[src/hdl/ucd_pkg.sv]
// Shared types, constants and helper functions of the UTF-8 code point decoder.
package ucd_pkg;

    localparam int unsigned BYTE_W = 8;
    localparam int unsigned CP_W   = 21;
    localparam int unsigned USED_W = 3;

    localparam logic [CP_W-1:0]   REPL_CHAR  = 21'h00003F;
    localparam logic [CP_W-1:0]   MAX_SCALAR = 21'h10FFFF;

    // Lowest two-byte lead, and leads that need an extra range check on the second byte.
    localparam logic [BYTE_W-1:0] LEAD_2_MIN = 8'hC2;
    localparam logic [BYTE_W-1:0] LEAD_E0    = 8'hE0;
    localparam logic [BYTE_W-1:0] LEAD_ED    = 8'hED;
    localparam logic [BYTE_W-1:0] LEAD_F0    = 8'hF0;
    localparam logic [BYTE_W-1:0] LEAD_F4    = 8'hF4;

    // Second-byte limits for those leads.
    localparam logic [BYTE_W-1:0] E0_TAIL_MIN = 8'hA0;
    localparam logic [BYTE_W-1:0] ED_TAIL_MAX = 8'h9F;
    localparam logic [BYTE_W-1:0] F0_TAIL_MIN = 8'h90;
    localparam logic [BYTE_W-1:0] F4_TAIL_MAX = 8'h8F;

    // Byte counts reported in bytes_used.
    localparam logic [USED_W-1:0] USED_ONE   = 3'd1;
    localparam logic [USED_W-1:0] USED_TWO   = 3'd2;
    localparam logic [USED_W-1:0] USED_THREE = 3'd3;
    localparam logic [USED_W-1:0] USED_FOUR  = 3'd4;

    typedef struct packed {
        logic [BYTE_W-1:0] first_byte;
        logic [BYTE_W-1:0] second_byte;
        logic [BYTE_W-1:0] third_byte;
        logic [BYTE_W-1:0] fourth_byte;
    } in_word_t;

    typedef struct packed {
        logic [CP_W-1:0]   code_point;
        logic [USED_W-1:0] bytes_used;
    } out_word_t;

    // A continuation byte has the form 10xxxxxx; a zero byte never qualifies.
    function automatic logic is_tail(input logic [BYTE_W-1:0] b);
        is_tail = (b[7:6] == 2'b10);
    endfunction

endpackage

[src/hdl/utf8_codepoint_decoder_unit.sv]
// Top level of the UTF-8 code point decoder: input register, decode, result register.
//
// Usage: the sender presents a four-byte window of text on s_word, starting at the
// current text position, and raises s_valid. A word is taken at a rising edge of aclk
// where s_valid and s_ready are both high. Each window yields exactly one result word
// on m_word: the decoded code point (or 0x3F for a malformed sequence) and the number
// of bytes the sender should advance before forming its next window.
// An accepted word waits in the input register and moves on into the result register
// whenever that register is free, which sets m_valid; the receiver takes it while
// m_ready is high. Throughput: one word per cycle while m_ready stays high. The path
// between the input register and the result register is a single pass of lead-byte
// classification, tail checks and field packing.
// When the receiver holds m_ready low, the result register keeps its word and the input
// register can still take one more word; only when both are full does s_ready drop.
// s_ready follows m_ready combinationally through that two-entry pipeline.
// Reset (aresetn low at a clock edge) empties both registers; no result is pending
// afterwards and the decoder holds no other state.
module utf8_codepoint_decoder_unit (
    input  logic               aclk,
    input  logic               aresetn,
    input  logic               s_valid,
    output logic               s_ready,
    input  ucd_pkg::in_word_t  s_word,
    output logic               m_valid,
    input  logic               m_ready,
    output ucd_pkg::out_word_t m_word
);

    logic               in_valid_reg;
    logic               in_valid_next;
    ucd_pkg::in_word_t  in_word_reg;
    ucd_pkg::in_word_t  in_word_next;
    logic               out_valid_reg;
    logic               out_valid_next;
    ucd_pkg::out_word_t out_word_reg;
    ucd_pkg::out_word_t out_word_next;
    ucd_pkg::out_word_t dec_word;
    logic               out_free;
    logic               in_free;
    logic               in_move;

    // The result register can load when it is empty or its word leaves this cycle.
    assign out_free = !out_valid_reg || m_ready;
    // The held input word moves into the result register whenever there is room.
    assign in_move  = in_valid_reg && out_free;
    // The input register can load when it is empty or its word moves on this cycle.
    assign in_free  = !in_valid_reg || out_free;
    assign s_ready  = in_free;

    ucd_decode u_decode (
        .in_word  (in_word_reg),
        .out_word (dec_word)
    );

    always_comb begin
        in_valid_next = in_valid_reg;
        in_word_next  = in_word_reg;
        if (in_free) begin
            in_valid_next = s_valid;
            in_word_next  = s_word;
        end
    end

    always_comb begin
        out_valid_next = out_valid_reg;
        out_word_next  = out_word_reg;
        if (out_free) begin
            out_valid_next = in_valid_reg;
            out_word_next  = dec_word;
        end
    end

    always_ff @(posedge aclk) begin
        if (!aresetn) begin
            in_valid_reg  <= 1'b0;
            out_valid_reg <= 1'b0;
        end else begin
            in_valid_reg  <= in_valid_next;
            out_valid_reg <= out_valid_next;
        end
    end

    // Payload registers carry no reset; their valid flags qualify them.
    always_ff @(posedge aclk) begin
        in_word_reg  <= in_word_next;
        out_word_reg <= out_word_next;
    end

    assign m_valid = out_valid_reg;
    assign m_word  = out_word_reg;

    // A pending window is never dropped: if it moves on, a result follows next cycle.
    a_move_gives_result: assert property (@(posedge aclk) disable iff (!aresetn)
        in_move |=> m_valid)
        else $error("decoded word did not reach the result register");

    // Back-pressure only happens when both registers are occupied.
    a_ready_low_full: assert property (@(posedge aclk) disable iff (!aresetn)
        !s_ready |-> (in_valid_reg && out_valid_reg && !m_ready))
        else $error("s_ready low while the pipeline has room");

    // The advance count is always between one and four bytes.
    a_used_range: assert property (@(posedge aclk) disable iff (!aresetn)
        m_valid |-> (m_word.bytes_used >= ucd_pkg::USED_ONE &&
                     m_word.bytes_used <= ucd_pkg::USED_FOUR))
        else $error("bytes_used out of range");

    // Results are Unicode scalars: no surrogates and nothing above U+10FFFF.
    a_scalar_range: assert property (@(posedge aclk) disable iff (!aresetn)
        m_valid |-> (m_word.code_point <= ucd_pkg::MAX_SCALAR &&
                     !(m_word.code_point >= 21'h00D800 && m_word.code_point <= 21'h00DFFF)))
        else $error("code_point is not a Unicode scalar");

    // A multi-byte scalar never comes with a one-byte advance.
    a_ascii_one_byte: assert property (@(posedge aclk) disable iff (!aresetn)
        (m_valid && m_word.code_point > 21'h00007F) |->
            (m_word.bytes_used != ucd_pkg::USED_ONE))
        else $error("non-ASCII code point reported with one byte used");

endmodule

[src/hdl/ucd_decode.sv]
// Combinational decode of one UTF-8 sequence from a four-byte window.
module ucd_decode (
    input  ucd_pkg::in_word_t  in_word,
    output ucd_pkg::out_word_t out_word
);

    logic [7:0]  b0;
    logic [7:0]  b1;
    logic [7:0]  b2;
    logic [7:0]  b3;
    logic        t1;
    logic        t2;
    logic        t3;
    logic [20:0] cp;
    logic [2:0]  used;

    assign b0 = in_word.first_byte;
    assign b1 = in_word.second_byte;
    assign b2 = in_word.third_byte;
    assign b3 = in_word.fourth_byte;
    assign t1 = ucd_pkg::is_tail(b1);
    assign t2 = ucd_pkg::is_tail(b2);
    assign t3 = ucd_pkg::is_tail(b3);

    always_comb begin
        cp   = ucd_pkg::REPL_CHAR;
        used = ucd_pkg::USED_ONE;
        if (!b0[7]) begin
            cp = {13'd0, b0};
        end else if (b0[7:5] == 3'b110) begin
            if (!t1) begin
                used = ucd_pkg::USED_TWO;
            end else if (b0 >= ucd_pkg::LEAD_2_MIN) begin
                cp   = {10'd0, b0[4:0], b1[5:0]};
                used = ucd_pkg::USED_TWO;
            end
        end else if (b0[7:4] == 4'b1110) begin
            if (!t1) begin
                used = ucd_pkg::USED_TWO;
            end else if (!t2) begin
                used = ucd_pkg::USED_THREE;
            end else if ((b0 == ucd_pkg::LEAD_E0 && b1 < ucd_pkg::E0_TAIL_MIN) ||
                         (b0 == ucd_pkg::LEAD_ED && b1 > ucd_pkg::ED_TAIL_MAX)) begin
                used = ucd_pkg::USED_TWO;
            end else begin
                cp   = {5'd0, b0[3:0], b1[5:0], b2[5:0]};
                used = ucd_pkg::USED_THREE;
            end
        end else if (b0[7:3] == 5'b11110) begin
            if (b0 > ucd_pkg::LEAD_F4) begin
                used = ucd_pkg::USED_ONE;
            end else if (!t1) begin
                used = ucd_pkg::USED_TWO;
            end else if (!t2) begin
                used = ucd_pkg::USED_THREE;
            end else if (!t3) begin
                used = ucd_pkg::USED_FOUR;
            end else if ((b0 == ucd_pkg::LEAD_F0 && b1 < ucd_pkg::F0_TAIL_MIN) ||
                         (b0 == ucd_pkg::LEAD_F4 && b1 > ucd_pkg::F4_TAIL_MAX)) begin
                used = ucd_pkg::USED_TWO;
            end else begin
                cp   = {b0[2:0], b1[5:0], b2[5:0], b3[5:0]};
                used = ucd_pkg::USED_FOUR;
            end
        end
        // Range guard on the assembled scalar; the checks above normally keep it in range.
        if (cp > ucd_pkg::MAX_SCALAR) begin
            cp = ucd_pkg::REPL_CHAR;
        end
    end

    assign out_word.code_point = cp;
    assign out_word.bytes_used = used;

endmodule

[config.mk]
export PLATFORM = sky130hd
export DESIGN_NAME = utf8_codepoint_decoder_unit
export DESIGN_NICKNAME = d
export VERILOG_FILES = /design/src/hdl/ucd_pkg.sv /design/src/hdl/utf8_codepoint_decoder_unit.sv /design/src/hdl/ucd_decode.sv
export SDC_FILE = /design/constraint.sdc
export NUM_CORES = 1
export LEC_CHECK = 0
export ABC_CLOCK_PERIOD_IN_PS = 2000
export BUFFER_PORTS_ARGS = -buffer_cell sky130_fd_sc_hd__buf_2
export CORE_MARGIN = 2
export CORE_UTILIZATION = 30
export DETAILED_ROUTE_END_ITERATION = 16
export PLACE_DENSITY_LB_ADDON = 0.08
export RECOVER_POWER = 100
export SYNTH_ARGS = -nofsm -noshare
export SYNTH_HDL_FRONTEND = slang
export SYNTH_HIERARCHICAL = 1
export SYNTH_SLANG_ARGS = --single-unit
[constraint.sdc]
create_clock -name aclk -period 2 [get_ports aclk]
set_input_delay 0.4 -clock aclk [delete_from_list [all_inputs] [get_ports aclk]]
set_output_delay 0.4 -clock aclk [all_outputs]
set_load 0.01 [all_outputs]
==> Yosys cells after proc, flatten, opt, wreduce, memory -nomap -nowiden <==
Cells that the tools add are included.
{ "totals": {"regBits": 58, "in_bits": 36, "output_inout_bits": 26} }
{ "op_classes": {"order_cmp": 7, "n_eq_ne": 10, "n_mux": 27, "reduce_logical": 10} }
{ "ops": {"columns": ["cell", "count"], "rows": [
  ["21-bit two-way mux", 12],
  ["3-bit two-way mux", 11],
  ["8-bit equality test, second input constant", 4],
  ["8-bit > comparator, second input constant", 3],
  ["21-bit > comparator, second input constant", 1],
  ["8-bit less-than comparator, second input constant", 2],
  ["16-bit two-way mux", 1],
  ["11-bit two-way mux", 1],
  ["8-bit greater-or-equal comparator, second input constant", 1],
  ["2-bit equality test, second input constant", 3],
  ["5-bit equality test, second input constant", 1],
  ["4-bit equality test, second input constant", 1],
  ["1-bit logical AND", 4],
  ["1-bit logical OR", 4],
  ["3-bit equality test, second input constant", 1],
  ["1-bit logical NOT", 2],
  ["2-bit two-way mux", 1],
  ["1-bit two-way mux", 1]
]} }

==> Depth between registers and ports, before layout <==
{ "depth": {"depth_word": 13, "ltp_mapped": 5, "depth_no_buf": 4} }

==> Modules after synthesis <==
Netlist, hierarchy kept.
{ "by_module_without_submodules": {"columns": ["module", "n_inst", "cells_per_inst", "area_each_um2"], "rows": [
  ["utf8_codepoint_decoder_unit", 1, 65, 1766.7],
  ["ucd_decode", 1, 109, 737.0]
]} }

==> Worst setup path after synthesis <==
OpenSTA, ideal clock, no wires.
{ "synth_timing": {"kind": "register to register", "start": "reg in_word_reg[25] (netlist name)", "end": "reg out_word_reg, in the netlist m_word[8] (data pin)", "setup_time_ps": 281, "arrival_time_ps": 1730, "required_time_ps": 1719, "path_slack_ps": -11, "stages_incl_launch_ff": 6, "n_path_buf": 1, "cell_sequence": "edfxtp_1 > buf_6 > or2_4 > a2111o_1 > nor4b_4 > a221oi_1"} }
{ "synth_between": {"elab_chain_len": 13} }
{ "synth_lines": {"columns": ["element", "line", "text"], "rows": [
  ["start: declaration", "utf8_codepoint_decoder_unit.sv:31", "ucd_pkg::in_word_t in_word_reg;"],
  ["start signal: assignment", "utf8_codepoint_decoder_unit.sv:85", "in_word_reg <= in_word_next;"],
  ["8-bit equality test, on equally long branches", "ucd_decode.sv:58, ucd_decode.sv:59", null],
  ["1-bit logical AND, on equally long branches", "ucd_decode.sv:58, ucd_decode.sv:59", null],
  ["1-bit logical OR", "ucd_decode.sv:58", "end else if ((b0 == ucd_pkg::LEAD_F0 && b1 < ucd_pkg::F0_TAIL_MIN) ||"],
  ["21-bit two-way mux", "ucd_decode.sv:58", null],
  ["21-bit two-way mux", "ucd_decode.sv:56", "end else if (!t3) begin"],
  ["21-bit two-way mux", "ucd_decode.sv:54", "end else if (!t2) begin"],
  ["21-bit two-way mux", "ucd_decode.sv:52", "end else if (!t1) begin"],
  ["21-bit two-way mux", "ucd_decode.sv:50", "if (b0 > ucd_pkg::LEAD_F4) begin"],
  ["21-bit two-way mux", "ucd_decode.sv:49", "end else if (b0[7:3] == 5'b11110) begin"],
  ["21-bit two-way mux", "ucd_decode.sv:37", "end else if (b0[7:4] == 4'b1110) begin"],
  ["21-bit two-way mux", "ucd_decode.sv:30", "end else if (b0[7:5] == 3'b110) begin"],
  ["21-bit two-way mux *", "ucd_decode.sv:28", "if (!b0[7]) begin"],
  ["21-bit > comparator", "ucd_decode.sv:67", "if (cp > ucd_pkg::MAX_SCALAR) begin"],
  ["end signal: assignment", "utf8_codepoint_decoder_unit.sv:86", "out_word_reg <= out_word_next;"],
  ["end: declaration", "utf8_codepoint_decoder_unit.sv:35", "ucd_pkg::out_word_t out_word_reg;"]
]} }
Mark *: on every way between the ends. The rest lies on a longest branch, timed or not.
A chain may end at the register's enable or synchronous reset.

==> Final worst setup path <==
{ "layout_timing": {"start": "reg in_word_reg[24] (netlist name)", "end": "reg out_word_reg, in the netlist m_word[6] (data pin)"} }
The elaborated chain is that of the path after synthesis.

==> results.yml <==
min_path:
  hold_depth: 1
  worstHoldStart: "s_word[1]"
  worstHoldPathType: "in -> reg"
  min_to: "in_word_reg[1]"
floorplan:
  dieArea_um2: 9090
  die_width_um: 95.4
  coreArea_um2: 8130
  pin_count: 62
  die_h_um: 95.4
  start_util_pct: 30.8
  rows: 33
critical_path:
  ff2ff_path_depth: 5
  r2r-end: "m_word[6]"
  crit_buf_inv: 1
  end_kind: "register"
  setup.worst_path.start_class: "register"
  crit_chain: "or2_4, a2111o_1, nor4b_4, buf_4, a211oi_1"
  critPathKind: "reg -> reg"
  slowest_delay_ns: 0.45
  crit_required_ns: 2.08
  rrSetupSlack_ns: -0.002
  cpLargestDelayFamily: "simple AND/OR/NAND/NOR gates"
  crit_path_top_delay_cell: "edfxtp_1"
  critical_path.max_fanout: 5
  cp.arrival_ns: 2.08
  r2r-start: "in_word_reg[24]"
timing:
  slew_headroom_pct: 36.5
  finalCritPeriodShare_pct: 100
  layout_min_cycle_time_ns: 2.00
  layout_setup_ws_ns: -0.00178
  setup_tns_ns: -0.00409
  rsz0062_at_grt: "yes"
  fmax_mhz: 500
  hold_slack_ns: 0.237
  maxSlewViolCount: 0
  fin_skew_ns: 0.00628
  worstMarginPinSlew_ns: 0.952
  setup_viol: 3
  hold_violations: 0
layout:
  nNetsFinal: 315
  syn2layout_area_growth_pct: 36.5
  fin_area_um2: 3420
  drive_above_1_share_pct: 35.6
  n_fill_cell: 782
  largest_register_ffs: 32
  antenna_cells: 0
power:
  p_leak_nw: 1.35
  power_density_nw_per_um2: 775
  max-vdd-ir-drop_mv: 0.443
clock_tree:
  path_clk_slew_ns: 0.06
  cts_inserted_buffers: 9
  clock_latency_ns: 0.33
  cts_max_path_buffers: 2
  postCtsHoldBufs: 0
  clock_sinks: 58
  h-tree-depth: 3
  root_buffer: "clkbuf_8"
  cts_tree: "built"
outcome:
  status: "finished, violations left"
  violations: "setup timing"
yosys:
  ys_seq_area_share_pct: 68.8
  synth_seq_cells: 58
  synth_top_flop_cell: "edfxtp_1"
  synth.net_count: 210
  ys.warnings.count: 6
  async_flop_share_pct: 0
  yosysUniqueCellTypes: 50
  syn_area_per_cell_um2: 14.4
  netlist_area_um2: 2500
  postSynthCellCount: 174
  synth_edf_count: 56
route:
  drtAntennaViolNets: 0
  drt_iter0_markers: 93
  firstDrtPassIters: 4
  routed_wl_um: 6260
  wl_per_cell_um: 16.1
  drcViolationCount: 0
  vias_per_cell: 4.77
  vias: 1855
placed_design:
  io_buffers: 61
  pre_cts_ws_ns: -0.0112
  placed_cell_area_um2: 3170
  routabilityCongestion: 0.894
  dp_hpwl_um: 4710
global_routing:
  grt_antenna_before_repair: 0
  grt_use_total_pct: 15.0
  grt_max_degree: 26
  grt_pass1_wl_um: 9650
  globalRouteOverflowTotal: 0
  grt_pass1_vias: 1848
run:
  drv_cap: 0
==> stage by stage <==
step                instances  util, %  power, mW
finish                    389     42.0       2.65
global route              389     42.0       2.77
CTS                       385     41.4       2.68
detailed placement        367     39.0       1.68
global placement          367     39.0       1.68
floorplan                 174        -       1.55
==> cells by family (layout without fill, tap and decap cells) <==
family                 Yosys count  in the layout  share of synthesized area (%)
multiplexers                     3              3                           1.30
AO/OA/AOI/OAI                   39             39                           12.9
buffers and inverters           22            132                           3.70
AND/OR/NAND/NOR                 52             52                           13.3
flip-flops                      58             58                           68.8
==> cell usage in the layout (no fill, tap or decap), drive strengths merged, types with 3 or more instances in the layout <==
cell type	n
nand3	4
o32ai	5
and3	3
a211oi	5
nand2	9
a221o	3
a22o	4
edfxtp	56
inv	15
and2	3
nor2	7
a21oi	4
nor2b	4
buf	70
o21ai	3
clkbuf	44
nor3	7
==> Yosys cell counts, types with 2 or more instances <==
master / count / share of area [%]
a211oi_1: 5 / 1.5
a21oi_1: 4 / 0.80
a221o_1: 3 / 1.2
a22o_1: 4 / 1.4
and2_1: 3 / 0.75
and3_1: 3 / 0.75
and4b_1: 2 / 0.80
buf_2: 2 / 0.40
clkbuf_1: 4 / 0.60
dfxtp_1: 2 / 1.6
edfxtp_1: 56 / 67
inv_1: 14 / 2.1
mux2_2: 2 / 0.90
nand2_1: 9 / 1.3
nand2b_1: 2 / 0.50
nand3_1: 4 / 0.80
nand4_1: 2 / 0.50
nor2_1: 7 / 1.0
nor2b_1: 3 / 0.75
nor3_1: 7 / 1.4
o21ai_0: 2 / 0.40
o31a_1: 2 / 0.70
o32ai_1: 5 / 1.7
==> power breakdown <==
part	total, mW	switching [mW]	internal [mW]
logic	0.224	0.119	0.105
registers	1.44	0.0369	1.40
clock network	0.985	0.413	0.572
total	2.65	0.568	2.08
==> what timing repair did <==
action / CTS / global route
pin swaps: 1 / 4
buffers inserted: 2 / 4
hold endpoints to repair: 0 / 0
endpoints found under the setup margin: 7 / 19
resized for setup: 0 / 15
==> routing by layer <==
metal | track usage, % | part of all wire, % | vias to the layer above
met1 | 18.8 | 45 | 898
li1 | - | - | 900
met4 | 6.28 | 1.3 | 0
met3 | 4.98 | 5.1 | 8
met2 | 23.6 | 49 | 49
met5 | 0 | 0 | -
==> area by class of cell <==
cell class | count | area [µm²] | area share [%]
Timing Repair Buffer | 101 | 578 | 16.9
Clock inverter | 3 | 40.0 | 1.17
Sequential cell | 58 | 1720 | 50.4
Tap cell | 105 | 131 | 3.84
Clock buffer | 13 | 139 | 4.06
Inverter | 15 | 56.3 | 1.65
Multi-Input combinational cell | 94 | 751 | 22.0
==> how the worst max path moves through the flow <==
stage	startpoint	to	slack, ns	cells past startpoint
2_1_floorplan	in_word_reg[25]	m_word[8]	0.01	5
3_3_place_gp	in_word_reg[25]	m_word[4]	-0.04	5
3_5_place_dp	in_word_reg[24]	m_word[6]	-0.01	5
4_1_cts	in_word_reg[25]	m_word[18]	0.005	5
5_1_grt	in_word_reg[24]	m_word[18]	-0.09	5
6_report	in_word_reg[24]	m_word[6]	-0.002	5
No activity file was read; power rests on OpenSTA's default activity.
